File: config.mk
export PLATFORM = sky130hd
export DESIGN_NAME = stc_cell
export DESIGN_NICKNAME = d
export VERILOG_FILES = /design/src/design/stc_pkg.sv /design/src/design/stc_cell.sv
export SDC_FILE = /design/constraint.sdc
export NUM_CORES = 1
export LEC_CHECK = 0
export BUFFER_PORTS_ARGS = -buffer_cell sky130_fd_sc_hd__buf_4
export CAP_MARGIN = 30
export CORE_MARGIN = 1.5
export CORE_UTILIZATION = 25
export CTS_BUF_LIST = sky130_fd_sc_hd__clkbuf_4 sky130_fd_sc_hd__clkbuf_8
export DETAILED_ROUTE_END_ITERATION = 8
export MAX_ROUTING_LAYER = met4
export SLEW_MARGIN = 40
export SYNTH_ARGS = -nofsm -noshare
export SYNTH_HDL_FRONTEND = slang
export SYNTH_SLANG_ARGS = --single-unit
File: constraint.sdc
create_clock -name clk -period 8.2 [get_ports clk]
set_clock_uncertainty 0.2 [all_clocks]
set_input_delay 1.64 -clock clk [delete_from_list [all_inputs] [get_ports clk]]
set_output_delay 1.64 -clock clk [all_outputs]
set_load 0.01 [all_outputs]
File: src/design/stc_pkg.sv
package stc_pkg;

  localparam int ENTRIES_DEF   = 256;
  localparam int KEY_WIDTH_DEF = 32;

  localparam int OPCODE_W = 3;
  localparam int FIELD_W  = 32;
  localparam int OCC_W    = 9;

  localparam logic [OPCODE_W-1:0] OP_ADD      = 3'd0;
  localparam logic [OPCODE_W-1:0] OP_REMOVE   = 3'd1;
  localparam logic [OPCODE_W-1:0] OP_REPLACE  = 3'd2;
  localparam logic [OPCODE_W-1:0] OP_CONTAINS = 3'd3;
  localparam logic [OPCODE_W-1:0] OP_CLEAR    = 3'd4;

  typedef struct packed {
    logic                valid;
    logic [OPCODE_W-1:0] opcode;
    logic                done;
    logic                hit;
  } ctl_t;

endpackage

File: src/design/stc_cell.sv
module stc_cell #(
  parameter int KEY_WIDTH = stc_pkg::KEY_WIDTH_DEF,
  parameter int CNT_W     = 9
) (
  input  logic                 clk,
  input  logic                 rst_n,
  input  logic                 en,
  input  stc_pkg::ctl_t        ctl_i,
  input  logic [KEY_WIDTH-1:0] key_i,
  input  logic [KEY_WIDTH-1:0] nv_i,
  input  logic [CNT_W-1:0]     cnt_i,
  output stc_pkg::ctl_t        ctl_o,
  output logic [KEY_WIDTH-1:0] key_o,
  output logic [KEY_WIDTH-1:0] nv_o,
  output logic [CNT_W-1:0]     cnt_o
);

  logic [KEY_WIDTH-1:0] slot_r;
  logic [KEY_WIDTH-1:0] slot_nxt;
  stc_pkg::ctl_t        ctl_r;
  stc_pkg::ctl_t        ctl_nxt;
  logic [KEY_WIDTH-1:0] key_r;
  logic [KEY_WIDTH-1:0] nv_r;
  logic [CNT_W-1:0]     cnt_r;
  logic [CNT_W-1:0]     cnt_nxt;
  logic                 match;
  logic                 free;

  assign match = (slot_r == key_i);
  assign free  = (slot_r == '0);

  always_comb begin
    slot_nxt = slot_r;
    ctl_nxt  = ctl_i;
    if (ctl_i.valid) begin
      case (ctl_i.opcode)
        stc_pkg::OP_ADD: begin
          if (!ctl_i.done && free) begin
            slot_nxt     = key_i;
            ctl_nxt.done = 1'b1;
            ctl_nxt.hit  = 1'b1;
          end
        end
        stc_pkg::OP_REMOVE: begin
          if (match) begin
            slot_nxt    = '0;
            ctl_nxt.hit = 1'b1;
          end
        end
        stc_pkg::OP_REPLACE: begin
          if (!ctl_i.done && match) begin
            slot_nxt     = nv_i;
            ctl_nxt.done = 1'b1;
            ctl_nxt.hit  = 1'b1;
          end
        end
        stc_pkg::OP_CONTAINS: begin
          if (match) begin
            ctl_nxt.hit = 1'b1;
          end
        end
        stc_pkg::OP_CLEAR: begin
          slot_nxt = '0;
        end
        default: begin
        end
      endcase
    end
    cnt_nxt = cnt_i + CNT_W'(slot_nxt != '0);
  end

  always_ff @(posedge clk) begin
    if (!rst_n) begin
      slot_r <= '0;
      ctl_r  <= '0;
    end else if (en) begin
      slot_r <= slot_nxt;
      ctl_r  <= ctl_nxt;
    end
  end

  always_ff @(posedge clk) begin
    if (en) begin
      key_r <= key_i;
      nv_r  <= nv_i;
      cnt_r <= cnt_nxt;
    end
  end

  assign ctl_o = ctl_r;
  assign key_o = key_r;
  assign nv_o  = nv_r;
  assign cnt_o = cnt_r;

endmodule

# Word level (Yosys, flattened, before mapping)
# Cells that the tools add are included.
# word_totals
output_inout_bits,79
wordCells,32
inputBits,82
reg_bits,111
# classes
n_addsub,1
reduce_logical,7
eq_ne,5
mux,11
# ops
op,count
$mux W32,4
$pmux W32 S4,1
$eq A32 B32 Y1,1
$logic_not A32 Y1,1
$reduce_bool A32 Y1,1
$add A9 B1 Y9,1
$eq A3 B2 Y1 const B,2
$mux W2,3
$eq A3 B1 Y1 const B,1
$eq A3 B3 Y1 const B,1
$logic_not A3 Y1,1
$pmux W1 S3,1
$logic_and A1 B1 Y1,2
$pmux W1 S2,1
$reduce_or A2 Y1,1
$logic_not A1 Y1,1
$mux W1,1

# Depth between registers and ports, before layout
# Gate-level depths: netlist of the first run.
# depth
ltp_word,7
ltp_mapped,12
mapped_depth_nobuf,10

# Worst setup path before layout of the first run
# Ideal clock, no wire load.
# synth_timing
path_type,in2reg
start,input port key_i[4]
end,register cnt_r[8] (netlist: cnt_o[8]) (data pin)
setup_ps,258
cell_stages,12
required_ps,7742
n_path_buf,2
setup_slack_ps,4229
t_arrival_ps,3514
cell_sequence,xnor2_1 nand4_1 nor4_2 and2_2 buf_2 buf_2 a21oi_1 o2bb2ai_1 ha_1 ha_1 nand4_1 xnor2_1
# synth_between
elab_chain_cells,7
word_cells_on_any_way,9
classes_between,1 x add/sub; 1 x eq/ne; 5 x mux; 2 x reduce/logical
# synth_rtl
item,line_no,source
"start, declared",stc_cell.sv:9,"input logic [KEY_WIDTH-1:0] key_i,"
$eq A32 B32 Y1,stc_cell.sv:29,assign match = (slot_r == key_i);
$logic_and A1 B1 Y1,stc_cell.sv:51,if (!ctl_i.done && match) begin
$mux W32,stc_cell.sv:51,
$pmux W32 S4 (*),stc_cell.sv:36,case (ctl_i.opcode)
$mux W32 (*),stc_cell.sv:35,if (ctl_i.valid) begin
$reduce_bool A32 Y1 (*),stc_cell.sv:69,cnt_nxt = cnt_i + CNT_W'(slot_nxt != '0);
$add A9 B1 Y9 (*),stc_cell.sv:69,
named net cnt_nxt[8],stc_cell.sv:25,logic [CNT_W-1:0] cnt_nxt;
"end signal, assigned",stc_cell.sv:86,cnt_r <= cnt_nxt;
"end, declared",stc_cell.sv:24,logic [CNT_W-1:0] cnt_r;
# The timed path passes the listed nets; every way through them passes the cells marked *.
# A chain may end at the register's enable or synchronous reset.

# Worst setup path after layout of the first run
# layout_timing
start,input port key_i[9]
end,register cnt_r[4] (netlist: cnt_o[4]) (data pin)
# Same word-level chain as after synthesis.

==> metrics.md, run 1 <==
| Metric | Value |
|---|---|
| Part of the cycle the worst path needs | 52.4% |
| Hold path depth | 2 |
| Io pins | 161 |
| Run status | finished clean |
| Worst Setup End Kind | flop |
| Fmax achieved | between 0.2 and 0.25 GHz |
| Syn-to-layout area delta | 33.4% |
| Setup total negative slack | 0 ns |
| WP data arrival | 4.24 ns |
| Clock share of power | between 20% and 30% |
| Ys async rst share | 0% |
| Multi-input logic area | about 1500 um^2 |
| Worst setup SP type | input port |
| DR iter-0 viols | 214 |
| RSZ-0062 raised after global routing | no |
| Total GRT Usage | 14.6% |
| Post-CTS setup buffer count | 0 |
| Port Buf Inserts | 160 |
| Min Tclk post-route | 4.30 ns |
| Initial Utilization | 25.3% |
| Yosys warns | 0 |
| Die outline area | 19700 um^2 |
| Top_reg_cell synth | edfxtp_1 |
| Max IR drop VDD | 70.7 uV |
| Combinational share of power | 14.2% |
| FF-to-FF setup slack | 4.89 ns |
| #FFs+latches synth | 111 |
| Core box area | 18600 um^2 |
| Synth Area in Simple Gates | 9.37% |
| Htree depth | 3 |
| Initial antenna violation count | 0 |
| RR Startpoint | slot_r[8] |
| Via count | 3559 |
| Antenna Cells | 0 |
| Post-Synth XOR/XNOR Area | 7.23% |
| Post-route ant nets | 0 |
| Final net count | 602 |
| Grt ovf | 0 |
| Slew Limit Fails | 0 |
| Pin count of the biggest net entering global routing | 63 |
| RR Endpoint | cnt_o[4] |
| Most frequent cells in the layout | 163 x buf_4, 73 x edfxtp_1, 38 x xnor2_1, 38 x dfxtp_1, 35 x inv_1 |
| Internal power | between 800 and 900 uW |
| Final setup violating endpoints | 0 |
| Crit path from | key_i[9] |
| Vias in the first global route | between 3k and 4k |
| Post-synthesis adder-cell area fraction | 0.530% |
| PostCTS Resize Cnt | 0 |
| Sink Count | 111 |
| # rows | 50 |
| Synth Area per Inst | 13.1 um^2 |
| Final Hold Slack | 0.296 ns |
| WL final | 13800 um |
| Switching fraction of total power | 26.1% |
| Syn Std Cell Area | 4720 um^2 |
| Register share of total power | approximately 58% |
| DRC | 0 |
| Routability cong. | around 0.85 |
| Crit path capture | cnt_o[4] |
| Detailed-route vias per instance | 4.70 |
| Max clock buf depth | 2 |
| Distinct cell type count of the synthesized netlist | 40 |
| Routed len/inst | 18.2 um |
| Slew @ Worst Pin | 0.792 ns |
| Cell Pwr Density | 176 nW/um^2 |
| CP Max Fanout | 36 |
| HP Class | flop to flop |
| Post-synth net total | 445 |
| Die Span X | 140 um |
| Count of flip-flops with a built-in enable after synthesis | 73 |
| Sequential share of the synthesized area | 62.5% |
| Max-cap check violation count | 0 |
| Fin. Hold Viols | 0 |
| TritonCTS clock tree | built |
| Slew headroom | 47.2% |
| Clk slew on worst S/H paths | 0.11 ns |
| Largest family of logic cells by synthesized area | compound AO/OA/AOI/OAI gates |
| FF+latch area | 2950 um^2 |
| Die height | roughly 140 um |
| Min-delay src | slot_r[4] |
| CTS Buf Count | 9 |
| Register-to-Register Path Depth | 10 |
| Synth Instances | 361 |
| First-pass GRT wire length | 20700 um |
| Switch Pwr | 291 uW |
| Clock Tree Root | clkbuf_8 |
| Worst-Skew Late Latency | 0.40 ns |
| First drt pass iteration count | 5 |
| Crit Path Category | input port to flop |
| Fill cells | around 1.9k |
| Worst path required time | a little over 8 ns |
| Leak Pwr | 0.00229 uW |
| Post-synthesis compound-gate area fraction | 13.8% |
| Hold Buf Count CTS | 0 |
| Post-DP HPWL | 10300 um |
| Most common cell after layout, fill and taps aside | buf_4 |
| Share of layout cells above drive strength 1 | between 40 and 50% |
| Multiplexer share of the synthesized area | 1.11% |
==> registers in the layout (all words and copies together), names as in the netlist <==
signal / flops
key_o: 32
cnt_o: 9
ctl_o: 6
slot_r: 32
nv_o: 32
==> logic make-up after synthesis <==
kind of cell | count (synthesis)
AND/OR/NAND/NOR | 71
buffers and inverters | 53
XOR/XNOR | 39
flip-flops | 111
multiplexers | 5
adder cells (fa/ha/maj) | 2
AO/OA/AOI/OAI | 80
==> per-layer routing <==
metal  routed length (um)  GRT usage (%)  share of wire (%)  vias to the layer above
met5                    0              -                  0                        -
met4                  204           5.21                1.5                        0
met3                  837           3.45                6.1                       16
met2                 6680           23.0                 49                      136
met1                 6040           18.3                 44                     1715
li1                     -              -                  -                     1692
==> area by class of cell <==
cell class | instances | share of cell area, %
multi-input cells | 197 | 24.2
well taps | 234 | 4.64
clock buffers | 9 | 1.96
clock inverters | 7 | 0.853
repair buffers | 163 | 19.4
inverters | 36 | 2.14
flip-flops and latches | 111 | 46.8
==> power by group through the flow <==
stage,combinational [uW],clock (uW),sequential (uW)
floorplan,32.3,0,669
global placement,159,0,652
detailed placement,160,0,653
CTS,161,329,641
global route,170,347,644
finish,158,314,640
==> synth_stat cells, types with 2 or more instances <==
master	count	area (um^2)
o21ai_1	7	35.0
a32oi_1	32	280
o21ai_2	24	210
nor4_1	25	156
a21oi_1	5	25.0
dfxtp_1	38	761
xnor2_1	38	333
nor3_1	2	10.0
edfxtp_1	73	2190
nand2_1	3	11.3
nor2_1	7	26.3
ha_1	2	25.0
inv_1	35	131
nor4_2	3	37.5
mux2i_1	3	30.0
o21ai_0	4	20.0
and2_1	2	12.5
nand4_1	17	106
buf_6	6	67.6
nand3_1	4	20.0
buf_2	9	45.0
nand2b_1	3	18.8
mux2_2	2	22.5
==> per-stage QoR <==
step | instances | worst slack, ns | area (um^2) | power [uW] | util, %
floorplan | 361 | 4.23 | 4720 | 701 | -
global placement | 741 | 3.53 | 6130 | 811 | 32.9
detailed placement | 741 | 3.50 | 6130 | 814 | 32.9
CTS | 757 | 3.92 | 6300 | 1130 | 33.8
global route | 757 | 3.56 | 6300 | 1160 | 33.8
finish | 757 | 3.90 | 6300 | 1110 | 33.8
==> worst min-delay path by stage <==
stage                            end  slack (ns)
final                      slot_r[4]        0.30
after global routing       slot_r[5]        0.31
after CTS                  slot_r[3]        0.30
after detailed placement   slot_r[3]        0.28
after global placement      ctl_o[5]        0.27
after floorplan           slot_r[12]        0.26
==> worst max-delay path: stages <==
cell	delay [ns]
buf_4	0.13
xnor2_1	0.24
nand4_1	0.15
nor4_2	0.32
and2_2	0.66
a21oi_1	0.13
o2bb2ai_1	0.19
ha_1	0.24
ha_1	0.25
nand3_1	0.13
xnor2_1	0.15
Power figures use the tool's default switching activity.
==> run 2, diff against run 1 <==
--- a/config.mk
+++ b/config.mk
@@ -5,6 +5,7 @@
 export SDC_FILE = /design/constraint.sdc
 export NUM_CORES = 1
 export LEC_CHECK = 0
+export ABC_AREA = 1
 export BUFFER_PORTS_ARGS = -buffer_cell sky130_fd_sc_hd__buf_4
 export CAP_MARGIN = 30
 export CORE_MARGIN = 1.5
==> constraint.sdc (replaced) <==
create_clock -name clk -period 4.45 [get_ports clk]
set_clock_uncertainty 0.2 [all_clocks]
set_input_delay 0.89 -clock clk [delete_from_list [all_inputs] [get_ports clk]]
set_output_delay 0.89 -clock clk [all_outputs]
set_load 0.01 [all_outputs]
==> metrics.md, run 2 <==
| Metric | Value |
|---|---|
| Switching fraction of total power | 26.6% (+0.43 points) |
| Internal power | 1690 uW (+110%) |
| Register share of total power | 52.7% (-4.9 points) |
| Htree depth | 3 (unchanged) |
| Syn-to-layout area delta | 31.3% |
| Io pins | 161 (unchanged) |
| HP Class | flop to flop |
| Max IR drop VDD | 155 uV (+120%) |
| First-pass GRT wire length | 24200 um (+17%) |
| Via count | 4760 (+34%) |
| Fmax achieved | between 0.2 and 0.3 GHz |
| Most common cell after layout, fill and taps aside | nand2_1 |
| Slew headroom | 47.7% (+0.51 points) |
| Fin worst setup slack | 0.580 ns (-3.32 ns) |
| Share of layout cells above drive strength 1 | 24.6% (-16 points) |
| Cell area after placement | 6930 um^2 (+13%) |
| Vias in the first global route | 4636 (+30%) |
| Part of the cycle the worst path needs | 87.0% |
| Initial antenna violation count | 0 (unchanged) |
| Final setup violating endpoints | 0 (unchanged) |
| Count of flip-flops with a built-in enable after synthesis | 73 (unchanged) |
| TritonCTS clock tree | built |
| Synth Instances | 658 (+82%) |
| Initial Utilization | 25.7% (+0.37 points) |
| Die height | 151 um (+7.2%) |
| Yosys warns | 0 (unchanged) |
| Clock Tree Root | clkbuf_8 |
| Worst Setup End Kind | flop |
| Clk slew on worst S/H paths | 0.11 ns (about the same) |
| Finished Cell Area | 7150 um^2 (+13%) |
| Commonest cells in the netlist | 222 x nand2_1, 73 x edfxtp_1, 71 x inv_1 |
| Most frequent cells in the layout | 222 x nand2_1, 169 x buf_4, 73 x edfxtp_1 |
| First drt pass iteration count | 4 (-1) |
| Worst setup SP type | input port |
| Post-CTS setup buffer count | 0 (unchanged) |
| Detailed-route vias per instance | 4.36 (-7.2%) |
| Syn Std Cell Area | 5440 um^2 (+15%) |
| Area share of the largest cell type after synthesis | 40.3% (-6.1 points) |
| Routed len/inst | 14.3 um (-21%) |
| Port Buf Inserts | 160 (unchanged) |
| Max-cap check violation count | 0 (unchanged) |
| Distinct cell type count of the synthesized netlist | 31 (-23%) |
| RSZ-0062 raised after global routing | no |
| Pin count of the biggest net entering global routing | 56 (-11%) |
| Grt ovf | 0 (unchanged) |
| Synth top area cells | edfxtp_1 40%, nand2_1 15%, dfxtp_1 14%, inv_1 4.9%, o21ai_0 4.3% |
| Most numerous cell in the Yosys netlist | nand2_1 |
| Die Span X | 151 um (+7.2%) |
| Setup total negative slack | 0 ns (unchanged) |
| Min Tclk post-route | a little under 4 ns |
| Final net count | 895 (+49%) |
| Routability cong. | 0.809 (-4.8%) |
| Worst path required time | 4.41 ns (-3.73 ns) |
| Max incr delay on CP | 0.33 ns (-0.33 ns) |
| Clock share of power | 30.1% (+1.9 points) |
| Ys async rst share | 0% (unchanged) |
| Post-route ant nets | 0 (unchanged) |
| Sequential share of the synthesized area | 54.3% (-8.2 points) |
| Top_reg_cell synth | edfxtp_1 |
| Antenna Cells | 0 (unchanged) |
| Core box area | 21200 um^2 (+13%) |
| Synth Area per Inst | 8.27 um^2 (-37%) |
| Die outline area | 22700 um^2 (+15%) |
| Pwr Total | 2300 uW (+110%) |
| Slowest cell on crit path | nand3_4 |
| Switch Pwr | 612 uW (+110%) |
| Cell taking the most area after synthesis | edfxtp_1 |
| CP Max Fanout | 32 (-11%) |
| # rows | 53 (+6.0%) |
| Run status | finished clean |
| Post-synth net total | 742 (+67%) |
| Combinational share of power | 17.3% (+3.1 points) |
| DR iter-0 viols | 256 (+20%) |
| Most used cell, CP | nand2_1 |
| PostCTS Resize Cnt | 0 (unchanged) |
| DRC | 0 (unchanged) |
| Hold Buf Count CTS | 0 (unchanged) |
| Fin. Hold Viols | 0 (unchanged) |
| #FFs+latches synth | 111 (unchanged) |
| Slew Limit Fails | 0 (unchanged) |
| Post-place setup slack | 0.164 ns (-3.33 ns) |
| Worst-Skew Late Latency | 0.40 ns (about the same) |
| CTS Buf Count | 9 (unchanged) |
| Post-DP HPWL | 11700 um (+13%) |
| Sink Count | 111 (unchanged) |
| Crit Path Category | input port to flop |
| Slew @ Worst Pin | 0.784 ns (-0.00854 ns) |
| Cell Pwr Density | 322 nW/um^2 (+83%) |
| Leak Pwr | 0.00319 uW (+39%) |
| Worst path cell trace | buf_4 -> xnor2_1 -> nand2_1 -> nor2_1 -> nand2_1 -> nor2_2 -> nand2_1 -> nand2_1 -> nand3_4 -> nand2_1 -> nand2_1 -> inv_1 -> nand2_1 -> nor2_1 -> nand2_1 -> nor2_1 -> nand2_1 -> ha_1 -> ha_1 -> nand3_1 -> nor2_1 -> nand3_1 -> xnor2_1 |
| Max clock buf depth | 2 (unchanged) |
| WL final | 15600 um (+14%) |
| Total GRT Usage | 14.6% (+0.062 points) |
| WP data arrival | 3.83 ns (-0.41 ns) |
==> run 2: final timing paths <==
| check | start | endpoint | slack [ns] | cells after the start |
|---|---|---|---|---|
| min reg2reg | ctl_o[0] | ctl_o[0] | 0.28 | 2 |
| max reg2reg | slot_r[24] | cnt_o[8] | 0.82 | 22 |
| max | key_i[24] | cnt_o[8] | 0.58 | 23 |
| min | ctl_o[0] | ctl_o[0] | 0.28 | 2 |
==> run 2: cell type report <==
class / instances / area (um^2)
clock buffer: 10 / 138
inverter: 78 / 293
tap: 275 / 344
timing repair buffer: 169 / 1270
multi-input combinational: 442 / 2070
sequential: 111 / 2950
clock inverter: 6 / 82.6
fill: 2247 / 14000
==> run 2: per-layer routing <==
metal	vias to the layer above	global-route usage, %	routed length, um	share of wire (%)
met5	-	-	0	0
met3	21	2.73	944	6.0
met4	0	5.15	277	1.8
li1	2417	-	-	-
met1	2189	18.5	7160	46
met2	133	23.4	7270	46
==> run 2: power groups by stage <==
stage	combinational, uW	sequential (uW)	clock [uW]
floorplan	152	1260	0
global placement	399	1230	0
detailed placement	402	1240	0
CTS	403	1210	715
global route	442	1220	750
finish	397	1210	692
==> run 2: critical path, delay by kind of cell <==
family | cells | cell delay [ns]
AND/OR/NAND/NOR | 17 | 2.06
adder cells (fa/ha/maj) | 2 | 0.41
XOR/XNOR | 2 | 0.26
buffers and inverters | 2 | 0.19
==> run 2: kinds of logic (layout without fill, tap and decap cells) <==
| logic type | Yosys count | after routing | share of synthesized area, % |
|---|---|---|---|
| and+or+nand+nor | 319 | 319 | 23.6 |
| xor gates and xnor gates | 28 | 28 | 4.51 |
| adders and majority gates | 2 | 2 | 0.460 |
| buffers and inverters | 105 | 263 | 7.73 |
| DFF | 111 | 111 | 54.3 |
| AOI/OAI and AO/OA | 93 | 93 | 9.43 |
==> run 2: per-stage QoR <==
step                std cells  hold slack [ns]  util (%)
detailed placement       1075            0.267      32.7
global placement         1075            0.256      32.7
CTS                      1091            0.286      33.8
floorplan                 658            0.290         -
global route             1091            0.318      33.8
finish                   1091            0.285      33.8
==> run 3, diff against run 2 <==
--- a/config.mk
+++ b/config.mk
@@ -8,9 +8,11 @@
 export ABC_AREA = 1
 export BUFFER_PORTS_ARGS = -buffer_cell sky130_fd_sc_hd__buf_4
 export CAP_MARGIN = 30
+export CORE_ASPECT_RATIO = 0.5
 export CORE_MARGIN = 1.5
 export CORE_UTILIZATION = 25
 export CTS_BUF_LIST = sky130_fd_sc_hd__clkbuf_4 sky130_fd_sc_hd__clkbuf_8
+export CTS_CLUSTER_SIZE = 28
 export DETAILED_ROUTE_END_ITERATION = 8
 export MAX_ROUTING_LAYER = met4
 export SLEW_MARGIN = 40
==> metrics.md, run 3 (synthesis gave the netlist of run 2 again) <==
| Metric | Value |
|---|---|
| Hold-critical path endpoint | ctl_o[1] |
| Combinational share of power | 17.6% (+0.3 points) |
| Max IR drop VDD | 130 uV (-16%) |
| Part of the cycle the worst path needs | 85.2% (-1.8 points) |
| Slew headroom | 47.6% (-0.085 points) |
| Most used cell, CP | nand2_1 |
| Placed cell count | 1094 (+1.8%) |
| Fin. Hold Viols | 0 (unchanged) |
| Routability cong. | 0.834 (+3.1%) |
| PostCTS Resize Cnt | 0 (unchanged) |
| Initial Utilization | 26.0% (+0.28 points) |
| Clk slew on worst S/H paths | 0.11 ns (about the same) |
| # rows | 37 (-30%) |
| TritonCTS clock tree | built |
| Final setup violating endpoints | 0 (unchanged) |
| HP Class | flop to flop |
| Multi-input logic area | 2070 um^2 (unchanged) |
| Syn-to-layout area delta | 32.2% |
| RR Startpoint | slot_r[20] |
| Io pins | 161 (unchanged) |
| Top sig layer | met4 |
| Htree depth | 3 (unchanged) |
| Run status | finished clean |
| Vias in the first global route | 4671 (+0.75%) |
| Die Span X | 212 um (+41%) |
| First-pass GRT wire length | 24400 um (+0.63%) |
| Met3 wire length | 608 um (-36%) |
| Worst-Skew Late Latency | 0.42 ns (+0.02 ns) |
| Worst setup SP type | input port |
| WL final | 15900 um (+1.6%) |
| Routed len/inst | 14.3 um (-0.15%) |
| Worst path required time | 4.41 ns (about the same) |
| FF-to-FF setup slack | 0.75 ns (-0.07 ns) |
| Cell Pwr Density | 317 nW/um^2 (-1.4%) |
| Fill cells | 2235 (-0.53%) |
| Pin count of the biggest net entering global routing | 43 (-23%) |
| Clock share of power | 29.3% (-0.8 points) |
| Post-CTS setup buffer count | 0 (unchanged) |
| Post-DP HPWL | 11900 um (+1.8%) |
| Register-to-Register Path Depth | 23 (+4.5%) |
| First drt pass iteration count | 5 (+1) |
| RSZ-0062 raised after global routing | no |
| Worst Setup End Kind | flop |
| Die height | 107 um (-29%) |
| Slew Limit Fails | 0 (unchanged) |
| Post-route ant nets | 0 (unchanged) |
| RR Endpoint | cnt_o[8] |
| Finished Layout Cells | 1110 (+1.7%) |
| Hold Buf Count CTS | 0 (unchanged) |
| Core box area | 20900 um^2 (-1.1%) |
| Fmax achieved | 0.264 GHz (+2.1%) |
| Most frequent cells in the layout | 222 x nand2_1, 169 x buf_4, 73 x edfxtp_1 |
| WP data arrival | 3.75 ns (-0.08 ns) |
| Die outline area | 22700 um^2 (+0.24%) |
| Sink Count | 111 (unchanged) |
| Switch Pwr | 642 uW (+5.0%) |
| Max incr delay on CP | 0.21 ns (-0.12 ns) |
| DR iter-0 viols | 301 (+18%) |
| Total GRT Usage | 14.6% (-0.076 points) |
| Leak Pwr | 0.00320 uW (+0.37%) |
| Worst path cell trace | buf_4 -> xnor2_1 -> nand2_1 -> nor2_1 -> nand2_1 -> nor2_2 -> nand2_1 -> nand2_1 -> nand3_4 -> buf_12 -> nand2_1 -> nand2_1 -> nor2_1 -> and2_1 -> nand2_1 -> nor2_1 -> nand2_1 -> ha_1 -> ha_1 -> nand3_1 -> nor2_1 -> xor2_1 |
| FF+latch area | 2950 um^2 (unchanged) |
| Detailed-route vias per instance | 4.37 (about the same) |
| Min Tclk post-route | 3.79 ns (-0.0787 ns) |
| Met1 WL | 7140 um (-0.28%) |
| DRC | 0 (unchanged) |
| Grt ovf | 0 (unchanged) |
| Max clock buf depth | 2 (unchanged) |
| Internal power | 1640 uW (-2.9%) |
| Final net count | 897 (+0.22%) |
| Share of layout cells above drive strength 1 | 24.9% (+0.31 points) |
| Clock Tree Root | clkbuf_8 |
| Met2 wire length | 7850 um (+8.0%) |
| Port Buf Inserts | 160 (unchanged) |
| Max-cap check violation count | 0 (unchanged) |
| Slew @ Worst Pin | 0.785 ns (+0.00127 ns) |
| Min-delay src | ctl_o[1] |
| Crit Path Category | input port to flop |
| Most common cell after layout, fill and taps aside | nand2_1 |
| Initial antenna violation count | 0 (unchanged) |
| CP Max Fanout | 16 (-50%) |
| Antenna Cells | 0 (unchanged) |
| Register share of total power | 53.2% (+0.5 points) |
| Switching fraction of total power | 28.1% (+1.6 points) |
| Setup total negative slack | 0 ns (unchanged) |
| Hold path depth | 2 (unchanged) |
| Via count | 4847 (+1.8%) |
| CTS Buf Count | 9 (unchanged) |
| Slowest cell on crit path | buf_12 |
run 3: cell count changes in the layout (fill, tap and decap cells not counted):
cell       before  now
bufinv_16       2    1
clkbuf_8       10    9
clkinv_1        1    0
clkbuf_4        0    1
inv_8           0    2
clkinv_2        2    1
inv_6           1    2
buf_12          0    2
run 3: per-layer routing:
metal,GRT usage (%),vias up
li1,-,2429
met1,18.2,2299
met2,23.8,99
met3,2.63,20
met4,5.05,0
met5,-,-
run 3: metrics by stage:
step                area, um^2  power (uW)  setup WS [ns]  utilization, %  hold WS [ns]
floorplan                 5440        1420          0.988               -         0.290
global placement          6990        1640          0.250            33.4         0.265
detailed placement        6990        1640          0.225            33.4         0.269
CTS                       7190        2320          0.677            34.4         0.286
global route              7190        2390          0.305            34.4         0.312
finish                    7190        2280          0.658            34.4         0.282
run 3: power by group through the flow:
stage / clock network (uW) / logic, uW / registers [uW]
after floorplan: 0 / 152 / 1260
after global placement: 0 / 402 / 1240
after detailed placement: 0 / 406 / 1240
after CTS: 700 / 407 / 1210
after global routing: 728 / 443 / 1220
final: 668 / 401 / 1210
run 3: area by class of cell:
| type | count | area share, % |
|---|---|---|
| clock buffer | 10 | 1.83 |
| sequential | 111 | 41.1 |
| timing repair buffer | 171 | 18.2 |
| tap | 292 | 5.08 |
| multi-input combinational | 442 | 28.7 |
| clock inverter | 6 | 1.04 |
| inverter | 78 | 4.07 |
run 3: worst max path at each step:
stage | start | end | slack (ns)
6_report | key_i[14] | cnt_o[6] | 0.66
5_1_grt | ctl_i[2] | cnt_o[7] | 0.30
4_1_cts | key_i[14] | cnt_o[6] | 0.68
3_5_place_dp | key_i[14] | cnt_o[6] | 0.22
3_3_place_gp | key_i[14] | cnt_o[8] | 0.25
2_1_floorplan | key_i[21] | cnt_o[8] | 0.99
run 3: critical path: cells and delay by family:
kind | cells | cell delay, ns
buffers and inverters | 2 | 0.34
adder cells (fa/ha/maj) | 2 | 0.42
AND/OR/NAND/NOR | 16 | 1.76
XOR/XNOR | 2 | 0.33
